==> src/rtl/ucs_pkg.sv <==
package ucs_pkg;

  localparam int unsigned CpW     = 21;
  localparam int unsigned LenW    = 3;
  localparam int unsigned TabW    = 7;
  localparam int unsigned LineW   = 24;
  localparam int unsigned ColW    = 16;
  localparam int unsigned OffW    = 32;

  localparam logic [TabW-1:0] TabReset = 7'd4;
  localparam logic [TabW-1:0] TabMax   = 7'd64;

  // event queue between decoder and position tracker, power of two
  localparam int unsigned QueueDepth = 4;

  // remainder bits resolved per cycle while stepping to a tab stop
  localparam int unsigned RemBitsPerCycle = 4;

  localparam logic [7:0] ByteNul = 8'h00;
  localparam logic [7:0] ByteLf  = 8'h0a;
  localparam logic [7:0] ByteCr  = 8'h0d;
  localparam logic [7:0] BomB0   = 8'hef;
  localparam logic [7:0] BomB1   = 8'hbb;
  localparam logic [7:0] BomB2   = 8'hbf;

  typedef enum logic [2:0] {
    ClsOther   = 3'd0,
    ClsSpace   = 3'd1,
    ClsTab     = 3'd2,
    ClsNewline = 3'd3,
    ClsEnd     = 3'd4,
    ClsError   = 3'd5
  } cls_e;

  // one decoded character (or an offset-only skip for a dropped BOM)
  typedef struct packed {
    logic [CpW-1:0]  cp;
    logic [LenW-1:0] len;
    cls_e            cls;
    logic            skip;
    logic            last;
  } event_t;

  typedef struct packed {
    logic [1:0] cnt;
    event_t     ev0;
    event_t     ev1;
  } push_t;

  function automatic cls_e classify(input logic [CpW-1:0] cp);
    cls_e c;
    case (cp)
      21'h000009: c = ClsTab;
      21'h000020, 21'h00002c, 21'h0000a0, 21'h001680,
      21'h00202f, 21'h00205f, 21'h003000: c = ClsSpace;
      21'h00000a, 21'h00000b, 21'h00000c, 21'h00000d,
      21'h000085, 21'h002028, 21'h002029: c = ClsNewline;
      default: begin
        if (cp >= 21'h002000 && cp <= 21'h00200a) c = ClsSpace;
        else c = ClsOther;
      end
    endcase
    return c;
  endfunction

  function automatic event_t mk_evt(input logic [CpW-1:0] cp, input logic [LenW-1:0] len,
                                    input cls_e cls, input logic skip);
    event_t e;
    e.cp   = cp;
    e.len  = len;
    e.cls  = cls;
    e.skip = skip;
    e.last = 1'b0;
    return e;
  endfunction

  function automatic event_t mk_char(input logic [CpW-1:0] cp, input logic [LenW-1:0] len);
    return mk_evt(cp, len, classify(cp), 1'b0);
  endfunction

endpackage

==> src/rtl/ucs_if.sv <==
interface ucs_byte_if;
  logic       valid;
  logic       ready;
  logic [7:0] data_byte;
  logic       end_of_input;

  modport source (output valid, output data_byte, output end_of_input, input ready);
  modport sink   (input valid, input data_byte, input end_of_input, output ready);
endinterface

interface ucs_char_if;
  logic        valid;
  logic        ready;
  logic [20:0] code_point;
  logic [2:0]  char_length;
  logic [2:0]  char_class;
  logic [23:0] line_number;
  logic [15:0] column_number;
  logic [31:0] byte_offset;
  logic        last_of_run;

  modport source (output valid, output code_point, output char_length, output char_class,
                  output line_number, output column_number, output byte_offset,
                  output last_of_run, input ready);
  modport sink   (input valid, input code_point, input char_length, input char_class,
                  input line_number, input column_number, input byte_offset,
                  input last_of_run, output ready);
endinterface

==> src/rtl/ucs_front.sv <==
module ucs_front (
  input  logic               clk_i,
  input  logic               rst_ni,
  ucs_byte_if.sink           in_bus,
  input  logic               space_ok_i,
  output ucs_pkg::push_t     push_o
);

  logic [1:0]                 pend_q, pend_d;
  logic [ucs_pkg::CpW-1:0]    part_q, part_d;
  logic [ucs_pkg::LenW-1:0]   seq_q, seq_d;
  logic                       held_q, held_d;
  logic                       start_q, start_d;
  logic                       err_q, err_d;
  logic                       bom_q, bom_d;

  logic                       accept;
  logic [7:0]                 in_byte;

  assign in_bus.ready = space_ok_i;
  assign accept       = in_bus.valid && in_bus.ready;
  assign in_byte      = in_bus.data_byte;

  always_comb begin
    ucs_pkg::event_t         ev_cr;
    ucs_pkg::event_t         ev_main;
    logic                    has_cr;
    logic                    has_main;
    logic                    handled;
    logic                    bom_nx;
    logic [ucs_pkg::CpW-1:0] part_nx;

    pend_d   = pend_q;
    part_d   = part_q;
    seq_d    = seq_q;
    held_d   = held_q;
    start_d  = start_q;
    err_d    = err_q;
    bom_d    = bom_q;
    ev_cr    = ucs_pkg::mk_char(ucs_pkg::CpW'(ucs_pkg::ByteCr), 3'd1);
    ev_main  = '0;
    has_cr   = 1'b0;
    has_main = 1'b0;
    handled  = 1'b0;
    bom_nx   = 1'b0;
    part_nx  = {part_q[ucs_pkg::CpW-7:0], in_byte[5:0]};

    if (accept && !err_q) begin
      if (in_bus.end_of_input) begin
        start_d = 1'b0;
        if (held_q) begin
          held_d = 1'b0;
          has_cr = 1'b1;
        end
        has_main = 1'b1;
        if (pend_q != 2'd0) begin
          ev_main = ucs_pkg::mk_evt('0, 3'd0, ucs_pkg::ClsError, 1'b0);
          err_d   = 1'b1;
          pend_d  = 2'd0;
          held_d  = 1'b0;
          bom_d   = 1'b0;
        end else begin
          ev_main = ucs_pkg::mk_evt('0, 3'd0, ucs_pkg::ClsEnd, 1'b0);
        end
      end else begin
        if (held_q) begin
          held_d = 1'b0;
          has_cr = 1'b1;
          if (in_byte == ucs_pkg::ByteLf) begin
            // CR LF merges into one two-byte newline
            ev_cr   = ucs_pkg::mk_char(ucs_pkg::CpW'(ucs_pkg::ByteCr), 3'd2);
            handled = 1'b1;
          end
        end
        if (!handled && pend_q != 2'd0) begin
          bom_nx = bom_q &&
                   (in_byte == ((pend_q == 2'd2) ? ucs_pkg::BomB1 : ucs_pkg::BomB2));
          part_d = part_nx;
          pend_d = pend_q - 2'd1;
          bom_d  = bom_nx;
          if (pend_q == 2'd1) begin
            has_main = 1'b1;
            bom_d    = 1'b0;
            if (bom_nx && seq_q == 3'd3) begin
              ev_main = ucs_pkg::mk_evt('0, 3'd3, ucs_pkg::ClsOther, 1'b1);
            end else begin
              ev_main = ucs_pkg::mk_char(part_nx, seq_q);
            end
          end
        end else if (!handled) begin
          start_d = 1'b0;
          if (!in_byte[7]) begin
            if (in_byte == ucs_pkg::ByteCr) begin
              held_d = 1'b1;
            end else if (in_byte == ucs_pkg::ByteNul) begin
              has_main = 1'b1;
              ev_main  = ucs_pkg::mk_evt('0, 3'd1, ucs_pkg::ClsEnd, 1'b0);
            end else begin
              has_main = 1'b1;
              ev_main  = ucs_pkg::mk_char({13'd0, in_byte}, 3'd1);
            end
          end else if (in_byte[7:5] == 3'b110) begin
            part_d = {16'd0, in_byte[4:0]};
            seq_d  = 3'd2;
            pend_d = 2'd1;
          end else if (in_byte[7:4] == 4'b1110) begin
            part_d = {17'd0, in_byte[3:0]};
            seq_d  = 3'd3;
            pend_d = 2'd2;
            bom_d  = start_q && (in_byte == ucs_pkg::BomB0);
          end else if (in_byte[7:3] == 5'b11110) begin
            part_d = {18'd0, in_byte[2:0]};
            seq_d  = 3'd4;
            pend_d = 2'd3;
          end else begin
            has_main = 1'b1;
            ev_main  = ucs_pkg::mk_evt('0, 3'd0, ucs_pkg::ClsError, 1'b0);
            err_d    = 1'b1;
            pend_d   = 2'd0;
            held_d   = 1'b0;
            bom_d    = 1'b0;
          end
        end
      end
    end

    push_o = '0;
    if (has_cr) begin
      push_o.ev0      = ev_cr;
      push_o.ev1      = ev_main;
      push_o.cnt      = has_main ? 2'd2 : 2'd1;
      push_o.ev0.last = !has_main;
      push_o.ev1.last = has_main;
    end else if (has_main) begin
      push_o.ev0      = ev_main;
      push_o.ev0.last = 1'b1;
      push_o.cnt      = 2'd1;
    end
  end

  always_ff @(posedge clk_i or negedge rst_ni) begin
    if (!rst_ni) begin
      pend_q  <= 2'd0;
      part_q  <= '0;
      seq_q   <= '0;
      held_q  <= 1'b0;
      start_q <= 1'b1;
      err_q   <= 1'b0;
      bom_q   <= 1'b0;
    end else begin
      pend_q  <= pend_d;
      part_q  <= part_d;
      seq_q   <= seq_d;
      held_q  <= held_d;
      start_q <= start_d;
      err_q   <= err_d;
      bom_q   <= bom_d;
    end
  end

endmodule

==> src/rtl/ucs_queue.sv <==
module ucs_queue #(
  parameter int unsigned Depth = ucs_pkg::QueueDepth
) (
  input  logic            clk_i,
  input  logic            rst_ni,
  input  ucs_pkg::push_t  push_i,
  output logic            space_ok_o,
  input  logic            pop_i,
  output ucs_pkg::event_t head_o,
  output logic            head_valid_o
);

  localparam int unsigned PtrW = $clog2(Depth);
  localparam int unsigned CntW = $clog2(Depth + 1);

  ucs_pkg::event_t mem_q [Depth];
  logic [PtrW-1:0] wr_q, rd_q;
  logic [CntW-1:0] cnt_q;
  logic [PtrW-1:0] wr_nx;

  assign wr_nx        = wr_q + PtrW'(1);
  // room for the two transfers one input byte can cause
  assign space_ok_o   = cnt_q <= CntW'(Depth - 2);
  assign head_valid_o = cnt_q != '0;
  assign head_o       = mem_q[rd_q];

  always_ff @(posedge clk_i) begin
    if (push_i.cnt != 2'd0) mem_q[wr_q] <= push_i.ev0;
    if (push_i.cnt == 2'd2) mem_q[wr_nx] <= push_i.ev1;
  end

  always_ff @(posedge clk_i or negedge rst_ni) begin
    if (!rst_ni) begin
      wr_q  <= '0;
      rd_q  <= '0;
      cnt_q <= '0;
    end else begin
      wr_q  <= wr_q + PtrW'(push_i.cnt);
      rd_q  <= rd_q + PtrW'(pop_i);
      cnt_q <= cnt_q + CntW'(push_i.cnt) - CntW'(pop_i);
    end
  end

endmodule

==> src/rtl/ucs_back.sv <==
module ucs_back (
  input  logic                       clk_i,
  input  logic                       rst_ni,
  input  logic                       cfg_we_i,
  input  logic [ucs_pkg::TabW-1:0]   cfg_data_i,
  input  ucs_pkg::event_t            head_i,
  input  logic                       head_valid_i,
  output logic                       pop_o,
  ucs_char_if.source                 out_bus
);

  localparam int unsigned ColW   = ucs_pkg::ColW;
  localparam int unsigned LineW  = ucs_pkg::LineW;
  localparam int unsigned OffW   = ucs_pkg::OffW;
  localparam int unsigned TabW   = ucs_pkg::TabW;
  localparam int unsigned RemB   = ucs_pkg::RemBitsPerCycle;
  localparam int unsigned Steps  = ColW / RemB;
  localparam int unsigned StepW  = (Steps > 1) ? $clog2(Steps) : 1;

  typedef enum logic {StRun, StTab} state_e;

  state_e                   state_q;
  logic [TabW-1:0]          tab_q;
  logic [LineW-1:0]         line_q;
  logic [ColW-1:0]          col_q;
  logic [OffW-1:0]          off_q;
  logic [ColW-1:0]          dx_q;
  logic [TabW-1:0]          rem_q;
  logic [TabW-1:0]          tdiv_q;
  logic [StepW-1:0]         step_q;

  logic                     out_valid_q;
  logic [ucs_pkg::CpW-1:0]  cp_q;
  logic [ucs_pkg::LenW-1:0] len_q;
  logic [2:0]               cls_q;
  logic [LineW-1:0]         oline_q;
  logic [ColW-1:0]          ocol_q;
  logic [OffW-1:0]          ooff_q;
  logic                     last_q;

  logic [TabW-1:0]          t_eff;
  logic [ColW-1:0]          col_inc;
  logic [LineW-1:0]         line_inc;
  logic [OffW-1:0]          off_add;
  logic [OffW:0]            off_sum;
  logic [ColW-1:0]          dx_d;
  logic [TabW-1:0]          rem_d;
  logic [ColW:0]            tab_sum;
  logic [ColW-1:0]          tab_col;

  assign t_eff = (tab_q == '0)            ? TabW'(1) :
                 (tab_q > ucs_pkg::TabMax) ? ucs_pkg::TabMax : tab_q;

  assign col_inc  = (col_q == '1)  ? col_q  : col_q + ColW'(1);
  assign line_inc = (line_q == '1) ? line_q : line_q + LineW'(1);
  assign off_sum  = {1'b0, off_q} + (OffW + 1)'(head_i.len);
  assign off_add  = off_sum[OffW] ? '1 : off_sum[OffW-1:0];

  // restoring remainder of (column - 1) by the tab length, a few bits a cycle
  always_comb begin
    logic [TabW-1:0] r;
    logic [ColW-1:0] x;
    r = rem_q;
    x = dx_q;
    for (int i = 0; i < RemB; i++) begin
      r = {r[TabW-2:0], x[ColW-1]};
      x = {x[ColW-2:0], 1'b0};
      if (r >= tdiv_q) r = r - tdiv_q;
    end
    rem_d = r;
    dx_d  = x;
  end

  assign tab_sum = {1'b0, col_q} + (ColW + 1)'(tdiv_q - rem_d);
  assign tab_col = tab_sum[ColW] ? '1 : tab_sum[ColW-1:0];

  assign pop_o = (state_q == StRun) && head_valid_i &&
                 (head_i.skip || !out_valid_q || out_bus.ready);

  assign out_bus.valid         = out_valid_q;
  assign out_bus.code_point    = cp_q;
  assign out_bus.char_length   = len_q;
  assign out_bus.char_class    = cls_q;
  assign out_bus.line_number   = oline_q;
  assign out_bus.column_number = ocol_q;
  assign out_bus.byte_offset   = ooff_q;
  assign out_bus.last_of_run   = last_q;

  always_ff @(posedge clk_i or negedge rst_ni) begin
    if (!rst_ni) begin
      state_q     <= StRun;
      tab_q       <= ucs_pkg::TabReset;
      line_q      <= LineW'(1);
      col_q       <= ColW'(1);
      off_q       <= '0;
      out_valid_q <= 1'b0;
      dx_q        <= '0;
      rem_q       <= '0;
      tdiv_q      <= TabW'(1);
      step_q      <= '0;
      cp_q        <= '0;
      len_q       <= '0;
      cls_q       <= '0;
      oline_q     <= '0;
      ocol_q      <= '0;
      ooff_q      <= '0;
      last_q      <= 1'b0;
    end else begin
      if (cfg_we_i) tab_q <= cfg_data_i;
      out_valid_q <= (pop_o && !head_i.skip) || (out_valid_q && !out_bus.ready);
      if (pop_o && !head_i.skip) begin
        cp_q    <= head_i.cp;
        len_q   <= head_i.len;
        cls_q   <= 3'(head_i.cls);
        oline_q <= line_q;
        ocol_q  <= col_q;
        ooff_q  <= off_q;
        last_q  <= head_i.last;
      end

      case (state_q)
        StRun: begin
          if (pop_o) begin
            // error and end-of-input marker do not move the position; a NUL end marker does
            if (head_i.len != '0) begin
              off_q <= off_add;
              if (!head_i.skip) begin
                case (head_i.cls)
                  ucs_pkg::ClsNewline: begin
                    col_q  <= ColW'(1);
                    line_q <= line_inc;
                  end
                  ucs_pkg::ClsTab: begin
                    state_q <= StTab;
                    dx_q    <= col_q - ColW'(1);
                    rem_q   <= '0;
                    tdiv_q  <= t_eff;
                    step_q  <= '0;
                  end
                  default: col_q <= col_inc;
                endcase
              end
            end
          end
        end
        StTab: begin
          dx_q   <= dx_d;
          rem_q  <= rem_d;
          step_q <= step_q + StepW'(1);
          if (step_q == StepW'(Steps - 1)) begin
            col_q   <= tab_col;
            state_q <= StRun;
          end
        end
        default: state_q <= StRun;
      endcase
    end
  end

endmodule

==> src/rtl/utf8_char_scanner.sv <==
// UTF-8 character scanner: takes one byte (or an end marker) per transfer and
// returns one result per decoded character with its code point, length, class
// and the line, column and byte offset where it starts. A decoder front end
// feeds a 4-entry event queue, drained by a position tracker with a registered
// output, so the input keeps moving while a result waits. Throughput is one
// byte per cycle while the queue has room; a tab holds the tracker while the
// tab-stop remainder is resolved 4 bits per cycle, and a held CR followed by a
// non-LF input that makes a result of its own yields two results from one
// input. A bad lead byte or an end mid-sequence reports one error result and
// then no further results until reset. Write tab_length only while the block is idle.
module utf8_char_scanner #(
  parameter int unsigned QueueDepth = ucs_pkg::QueueDepth
) (
  input  logic                     clk_i,
  input  logic                     rst_ni,
  ucs_byte_if.sink                 in_bus,
  ucs_char_if.source               out_bus,
  input  logic                     cfg_we_i,
  input  logic [ucs_pkg::TabW-1:0] cfg_data_i
);

  ucs_pkg::push_t  push;
  ucs_pkg::event_t head;
  logic            space_ok;
  logic            head_valid;
  logic            pop;

  ucs_front u_front (
    .clk_i      (clk_i),
    .rst_ni     (rst_ni),
    .in_bus     (in_bus),
    .space_ok_i (space_ok),
    .push_o     (push)
  );

  ucs_queue #(
    .Depth (QueueDepth)
  ) u_queue (
    .clk_i        (clk_i),
    .rst_ni       (rst_ni),
    .push_i       (push),
    .space_ok_o   (space_ok),
    .pop_i        (pop),
    .head_o       (head),
    .head_valid_o (head_valid)
  );

  ucs_back u_back (
    .clk_i        (clk_i),
    .rst_ni       (rst_ni),
    .cfg_we_i     (cfg_we_i),
    .cfg_data_i   (cfg_data_i),
    .head_i       (head),
    .head_valid_i (head_valid),
    .pop_o        (pop),
    .out_bus      (out_bus)
  );

endmodule
==> src/flat_wrapper.sv <==
// flat-port wrapper written by rule: the top's interface ports become plain ports
module utf8_char_scanner_flat 
#(
  parameter int unsigned QueueDepth = ucs_pkg::QueueDepth
)
  (clk_i, rst_ni, cfg_we_i, cfg_data_i, in_bus_valid, in_bus_data_byte, in_bus_end_of_input, in_bus_ready, out_bus_valid, out_bus_code_point, out_bus_char_length, out_bus_char_class, out_bus_line_number, out_bus_column_number, out_bus_byte_offset, out_bus_last_of_run, out_bus_ready);
  ucs_byte_if in_bus_i ();
  ucs_char_if out_bus_i ();
  input  logic clk_i;
  input  logic rst_ni;
  input  logic cfg_we_i;
  input  logic [ucs_pkg::TabW-1:0] cfg_data_i;
  input wire logic [$bits(in_bus_i.valid)-1:0] in_bus_valid;
  input wire logic [$bits(in_bus_i.data_byte)-1:0] in_bus_data_byte;
  input wire logic [$bits(in_bus_i.end_of_input)-1:0] in_bus_end_of_input;
  output wire logic [$bits(in_bus_i.ready)-1:0] in_bus_ready;
  output wire logic [$bits(out_bus_i.valid)-1:0] out_bus_valid;
  output wire logic [$bits(out_bus_i.code_point)-1:0] out_bus_code_point;
  output wire logic [$bits(out_bus_i.char_length)-1:0] out_bus_char_length;
  output wire logic [$bits(out_bus_i.char_class)-1:0] out_bus_char_class;
  output wire logic [$bits(out_bus_i.line_number)-1:0] out_bus_line_number;
  output wire logic [$bits(out_bus_i.column_number)-1:0] out_bus_column_number;
  output wire logic [$bits(out_bus_i.byte_offset)-1:0] out_bus_byte_offset;
  output wire logic [$bits(out_bus_i.last_of_run)-1:0] out_bus_last_of_run;
  input wire logic [$bits(out_bus_i.ready)-1:0] out_bus_ready;
  assign in_bus_i.valid = in_bus_valid;
  assign in_bus_i.data_byte = in_bus_data_byte;
  assign in_bus_i.end_of_input = in_bus_end_of_input;
  assign in_bus_ready = in_bus_i.ready;
  assign out_bus_valid = out_bus_i.valid;
  assign out_bus_code_point = out_bus_i.code_point;
  assign out_bus_char_length = out_bus_i.char_length;
  assign out_bus_char_class = out_bus_i.char_class;
  assign out_bus_line_number = out_bus_i.line_number;
  assign out_bus_column_number = out_bus_i.column_number;
  assign out_bus_byte_offset = out_bus_i.byte_offset;
  assign out_bus_last_of_run = out_bus_i.last_of_run;
  assign out_bus_i.ready = out_bus_ready;
  utf8_char_scanner #(.QueueDepth(QueueDepth)) u_core (.clk_i(clk_i), .rst_ni(rst_ni), .in_bus(in_bus_i), .out_bus(out_bus_i), .cfg_we_i(cfg_we_i), .cfg_data_i(cfg_data_i));
endmodule
==> config.mk <==
export PLATFORM = sky130hd
export DESIGN_NAME = utf8_char_scanner_flat
export DESIGN_NICKNAME = d
export VERILOG_FILES = /design/src/rtl/ucs_pkg.sv /design/src/rtl/ucs_if.sv /design/src/rtl/ucs_front.sv /design/src/rtl/ucs_queue.sv /design/src/rtl/ucs_back.sv /design/src/rtl/utf8_char_scanner.sv /design/src/flat_wrapper.sv
export SDC_FILE = /design/constraint.sdc
export NUM_CORES = 1
export LEC_CHECK = 0
export BUFFER_PORTS_ARGS = -buffer_cell sky130_fd_sc_hd__buf_2
export CAP_MARGIN = 20
export CORE_ASPECT_RATIO = 0.5
export CORE_UTILIZATION = 45
export DETAILED_ROUTE_END_ITERATION = 6
export GPL_TIMING_DRIVEN = 1
export HOLD_SLACK_MARGIN = 0.1
export PLACE_DENSITY_LB_ADDON = 0.25
export SETUP_SLACK_MARGIN = 0.4
export SYNTH_ARGS = -nofsm -noshare
export SYNTH_HDL_FRONTEND = slang
export SYNTH_SLANG_ARGS = --single-unit
==> constraint.sdc <==
create_clock -name clk_i -period 13.3 [get_ports clk_i]
set_clock_uncertainty 0.15 [all_clocks]
set_input_delay 1.995 -clock clk_i [delete_from_list [all_inputs] [get_ports clk_i]]
set_output_delay 1.995 -clock clk_i [all_outputs]
set_load 0.005 [all_outputs]
# Word level (Yosys, flattened, before mapping)
# Memories as Yosys holds them, arrays and structs flattened.
# Cells that the tools add are included.
# word_totals
in_bits,21
ramBits,116
word_cells,283
n_memories,1
ff_bits,243
# mem_list
name,depth,width,rd,rd_clocked_by_memory_dff,write_ports,line_no,source
u_core.u_queue.mem_q,4,29,1,0,2,ucs_queue.sv:16,ucs_pkg::event_t mem_q [Depth];
# classes
eq_ne,55
magnitude_cmp,8
reduce_logical,46
bitwise_logic,6
add_sub_neg,17
n_mux,123
# op_table
op,n
29-bit 2-to-1 mux,8
16-bit 2-to-1 mux,10
15-bit 2-to-1 mux,8
21-bit by 14-bit == test with 1-bit output (second input constant),5
21-bit by 4-bit == test with 1-bit output (second input constant),5
16-bit case mux with 2 select lines,3
1-bit 2-to-1 mux,51
7-bit 2-to-1 mux,7
21-bit by 6-bit == test with 1-bit output (second input constant),2
21-bit by 8-bit == test with 1-bit output (second input constant),2
6-bit 2-to-1 mux,7
8-bit by 4-bit == test with 1-bit output (second input constant),5
32-bit by 3-bit adder with 33-bit output,1
32-bit 2-to-1 mux,1
31-bit 2-to-1 mux,1
30-bit 2-to-1 mux,1
7-bit >= comparator,4
2-bit 2-to-1 mux,13
24-bit by 1-bit adder with 24-bit output (second input constant),1
24-bit == test (second input constant),1
8-bit == test (second input constant),3
6-bit AND reduction,4
21-bit by 13-bit == test with 1-bit output (second input constant),1
21-bit by 14-bit >= comparator with 1-bit output (second input constant),1
51 further kinds,110

# Depth between registers and ports, before layout
# depth
word_depth,15
ltp_mapped,44
mapped_depth_nobuf,43

# By module
# Synthesis repeated with hierarchy kept, for this count alone.
# hier_totals
hier_cells,1955
area_unflattened_um2,20236.9
# by_module_without_submodules
mod,area_per_inst_um2,cells_per_inst,n_inst
ucs_back,11971.5,1352,1
ucs_queue,6064.6,318,1
ucs_front,2200.9,285,1

# Worst setup path after synthesis
# OpenSTA, ideal clock, no wires.
# synth_timing
kind,flip-flop to flip-flop
from,register u_core.u_back.tdiv_q[1]
to,register u_core.u_back.col_q[14]
period_less_slack_ns,10.761
stages_incl_launch_ff,39
setup_time_ns,0.087
slack_ns,2.539
t_arrival_ns,10.525
n_path_buf,2
path_cell_list,dfrtp_1 inv_1 ha_1 a2111oi_0 o21ai_1 mux2_2 ha_1 and3_1 a311o_1 o21ai_0 mux2_2 inv_1 ha_1 nor2b_1 o31a_1 o31a_1 o22ai_2 mux2_2 (+3 left out) o31a_1 o31a_1 o22ai_1 clkbuf_1 mux2i_1 ha_1 o21ai_0 a21oi_1 o41ai_1 ha_1 a21oi_1 o211ai_1 a31oi_1 o31ai_1 xor2_1 clkbuf_1 nand3_1 o211ai_1
# synth_between
elab_chain_cells,13
elab_cells_between_ends,17
# synth_rtl
item,line_no,source
from (decl),ucs_back.sv:29,logic [TabW-1:0] tdiv_q;
from (signal assigned),ucs_back.sv:99,tdiv_q <= TabW'(1);
from (signal assigned),ucs_back.sv:137,tdiv_q <= t_eff;
6-bit subtractor or 7-bit >= comparator (tied branches),ucs_back.sv:68,if (r >= tdiv_q) r = r - tdiv_q;
6-bit 2-to-1 mux,ucs_back.sv:68,
6-bit subtractor or 7-bit >= comparator (tied branches),ucs_back.sv:68,
6-bit 2-to-1 mux,ucs_back.sv:68,
6-bit subtractor or 7-bit >= comparator (tied branches),ucs_back.sv:68,
6-bit 2-to-1 mux,ucs_back.sv:68,
7-bit subtractor or 7-bit >= comparator (tied branches),ucs_back.sv:68,
7-bit 2-to-1 mux,ucs_back.sv:68,
7-bit by 7-bit subtractor with 8-bit output *,ucs_back.sv:74,"assign tab_sum = {1'b0, col_q} + (ColW + 1)'(tdiv_q - rem_d);"
16-bit by 17-bit adder with 17-bit output *,ucs_back.sv:74,
16-bit 2-to-1 mux *,ucs_back.sv:75,assign tab_col = tab_sum[ColW] ? '1 : tab_sum[ColW-1:0];
16-bit 2-to-1 mux *,ucs_back.sv:150,if (step_q == StepW'(Steps - 1)) begin
16-bit case mux with 2 select lines *,ucs_back.sv:121,case (state_q)
to (signal assigned),ucs_back.sv:94,col_q <= ColW'(1);
to (signal assigned),ucs_back.sv:130,col_q <= ColW'(1);
to (signal assigned),ucs_back.sv:151,col_q <= tab_col;
to (decl),ucs_back.sv:25,logic [ColW-1:0] col_q;
# Every way passes the cells marked *; elsewhere a longest branch is shown, timed or not. The select of a mux whose other input is x is not followed.
# A chain may end at the register's enable or synchronous reset.

# Worst setup path in the final report
# layout_timing
from,register u_core.u_back.tdiv_q[1]
to,register u_core.u_back.col_q[2]
# The elaborated chain is that of the path after synthesis.

==> impl_results.md <==
- Status: completed
- Post-Route WL: around 46000 µm
- Post-route cell area: 21600 µm²
- H-tree Lvls: 2
- Minimum clock period: 11690 ps
- Initial antenna violation count: 0
- Max Cap Viol: 0
- Max incr delay on CP: a little under 900 ps
- Ys async rst share: about 68%
- Fmax: 85.5 MHz
- Post-Place Cell Area: 20400 µm²
- Setup WS pre-CTS: around 1800 ps
- Final slew viol count: 0
- DRC errors left: 0
- Post-synth design cell area: 19200 µm²
- Nets@finish: 1958
- R2R Setup Slk: 1610 ps
- Post-synth EDFFs: 116
- Core region area: 42000 µm²
- R2r startpoint: u_core.u_back.tdiv_q[1]$_DFFE_PN0P_
- Io pins: 123
- Die area: between 40000 and 50000 µm²
- Clk Latency, worst-skew pair: around 540 ps
- First-pass GRT wire length: 73600 µm
- Clk sinks: 359
- All-layer global routing usage: a little over a fifth
- Clk root buf: clkbuf_16
- Clk pin slew, worst setup/hold paths: 60 ps
- Hold WS: 318 ps
- Sequential fraction of the synthesis area: 49.8%
- Slowest-stage cell, CP: o41ai_2
- Top cell type's share of synthesized area: 31.0%
- Worst Hold Path EP: u_core.u_front.start_q$_DFFE_PN1P_
- RSZ-0062 raised after global routing: no
- Synth area leaders: dfrtp_1, edfxtp_1, mux2_2
- Critical path class: flip-flop to flip-flop
- CTS tree: yes
- Hold path startpoint: u_core.u_front.start_q$_DFFE_PN1P_
- PortBufs: 122
- Distinct cell type count after synthesis: 75
- CTS Buf Count: 36
- Most frequent cells after synthesis: dfrtp_1, nor2_1, nand2_1
- Most used flip-flop cell after synthesis: dfrtp_1
- Final setup vio count: 0
- CP startpoint kind: flip-flop
- CTS max path bufs: 3
- Number of detailed-route iterations in the first pass: 5
- Yosys reg bits: about 360
- Slew @ Worst Pin: 1100 ps
- Starting Density: 45.7%
- Cells resized by post-CTS repair: 0
- Ys Warns: 0
- DR vias/cell: roughly 5.7
- Syn Nets: around 1900
- Die width: 294 µm
- DP HPWL: 31100 µm
- Remaining antenna violation count: 0
- Cells after synthesis: 1762
- CP arrival: 11950 ps
- Vias in the first global route: between 10000 and 15000
- WHS Path Cells: 1
- Setup WS post-layout: 1610 ps
- Min-delay worst type: flip-flop to flip-flop
- Largest net degree at the start of global routing: around 120
- Reg2reg end: u_core.u_back.col_q[2]$_DFFE_PN0P_
- GP Congestion: between 0.8 and 0.9
- Area Growth Syn to Fin: 12.6%
- Initial drt markers: approximately 1200
- Post-CTS Setup Bufs: 0
- Cts hold-fix bufs: 0
- Avg Inst Size Synth: around 11 µm²
- Most common cell in the synthesized netlist: dfrtp_1
- Final Hold Vio Count: 0
- Row count: 53
- CP Launch Point: u_core.u_back.tdiv_q[1]$_DFFE_PN0P_
- Critical path fanouts, max: 15
- Grt total ovfl: 0
- Req. time, crit path: 13560 ps
- Fin crit share: 87.9%
- Slew headroom: approximately a quarter
- Setup TNS: 0 ps
- Wire per inst: 18.5 µm
- Vias: 13972
- Share of layout cells above drive strength 1: 20.8%
- Antenna fix cells: 0
- Crit-path most repeated cell: ha_1
- Largest area contributor in the netlist: dfrtp_1
- Reg2Reg Depth: between 40 and 50
- Die Y: 148 µm
- Critical Path Sink Type: flip-flop
==> cell type report <==
type / instances / area (µm²)
Clock buffer: 50 / 1050
Clock inverter: 16 / 163
Fill cell: 3721 / 20400
Inverter: 60 / 225
Multi-Input combinational cell: 1261 / 9130
Sequential cell: 359 / 9570
Tap cell: 577 / 722
Timing Repair Buffer: 142 / 774
==> cell families after synthesis <==
family / share of synthesized area [%]
simple gates: 15.1
xor+xnor: 4.10
compound gates: 10.8
buf+inv: 2.93
flops: 49.8
fa+ha+maj: 5.32
mux: 11.9
==> how the worst max path moves through the flow <==
stage | end | slack, ps
2_1_floorplan | u_core.u_back.col_q[14]$_DFFE_PN0P_ | 2540
3_5_place_dp | u_core.u_back.col_q[2]$_DFFE_PN0P_ | 1810
6_report | u_core.u_back.col_q[2]$_DFFE_PN0P_ | 1610
5_1_grt | u_core.u_back.col_q[2]$_DFFE_PN0P_ | 690
3_3_place_gp | u_core.u_back.col_q[2]$_DFFE_PN0P_ | 2000
4_1_cts | u_core.u_back.col_q[2]$_DFFE_PN0P_ | 1740
==> layout by cell type (no fill, tap or decap), types with 11 or more instances in the layout <==
cell type / count
mux2_2: 129
xnor2_1: 52
nor3_1: 38
a21o_1: 17
mux4_2: 29
a31oi_1: 18
buf_2: 121
nand3_1: 77
o31ai_1: 13
clkbuf_16: 37
buf_4: 19
dfrtp_1: 236
mux2i_1: 19
and3_1: 28
xor2_1: 38
inv_1: 59
edfxtp_1: 116
nand4_1: 20
a21oi_1: 72
o22ai_1: 11
nand3b_1: 12
o21ai_0: 85
nor2b_1: 18
o211ai_1: 18
nand2_1: 155
ha_1: 69
nor2_1: 164
==> state kept, by name (all words and copies together) (netlist names), 2 cells and up <==
register,cells
u_core.u_back.dx_q,16
u_core.u_front.part_q,15
u_core.u_back.out_bus.char_length,3
u_core.u_queue.wr_q,2
u_core.u_back.out_bus.byte_offset,32
u_core.u_back.rem_q,6
u_core.u_back.col_q,16
u_core.u_front.pend_q,2
u_core.u_front.seq_q,3
u_core.u_queue.cnt_q,3
u_core.u_queue.mem_q,116
u_core.u_back.off_q,32
u_core.u_back.out_bus.column_number,16
u_core.u_queue.rd_q,2
u_core.u_back.tdiv_q,7
u_core.u_back.out_bus.line_number,24
u_core.u_back.step_q,2
u_core.u_back.tab_q,7
u_core.u_back.out_bus.char_class,3
u_core.u_back.out_bus.code_point,21
u_core.u_back.line_q,24
==> metrics by stage <==
stage / utilization (%) / std cells
3_3_place_gp: 48.5 / 2397
4_1_cts: 51.4 / 2463
6_report: 51.5 / 2465
2_1_floorplan: - / 1762
3_5_place_dp: 48.5 / 2397
5_1_grt: 51.5 / 2465
==> worst max-delay path, delay by kind of cell, from the launching register on <==
family / cells / cell delay (ps)
flip-flops: 1 / 540
AO/OA/AOI/OAI: 20 / 5740
adder cells (fa/ha/maj): 6 / 1760
XOR/XNOR: 1 / 150
multiplexers: 4 / 1640
AND/OR/NAND/NOR: 4 / 560
buffers and inverters: 7 / 1020
==> layer usage <==
metal,track usage [%],wire length (µm),up-vias
li1,-,-,6638
met1,29.4,20900,6946
met4,5.18,928,0
met3,2.93,2030,72
met5,0,0,-
met2,34.9,21700,316
Power is left out: the tool's default activity adds up to more than one toggle a clock period on the data nets, which glitch-free logic cannot reach.
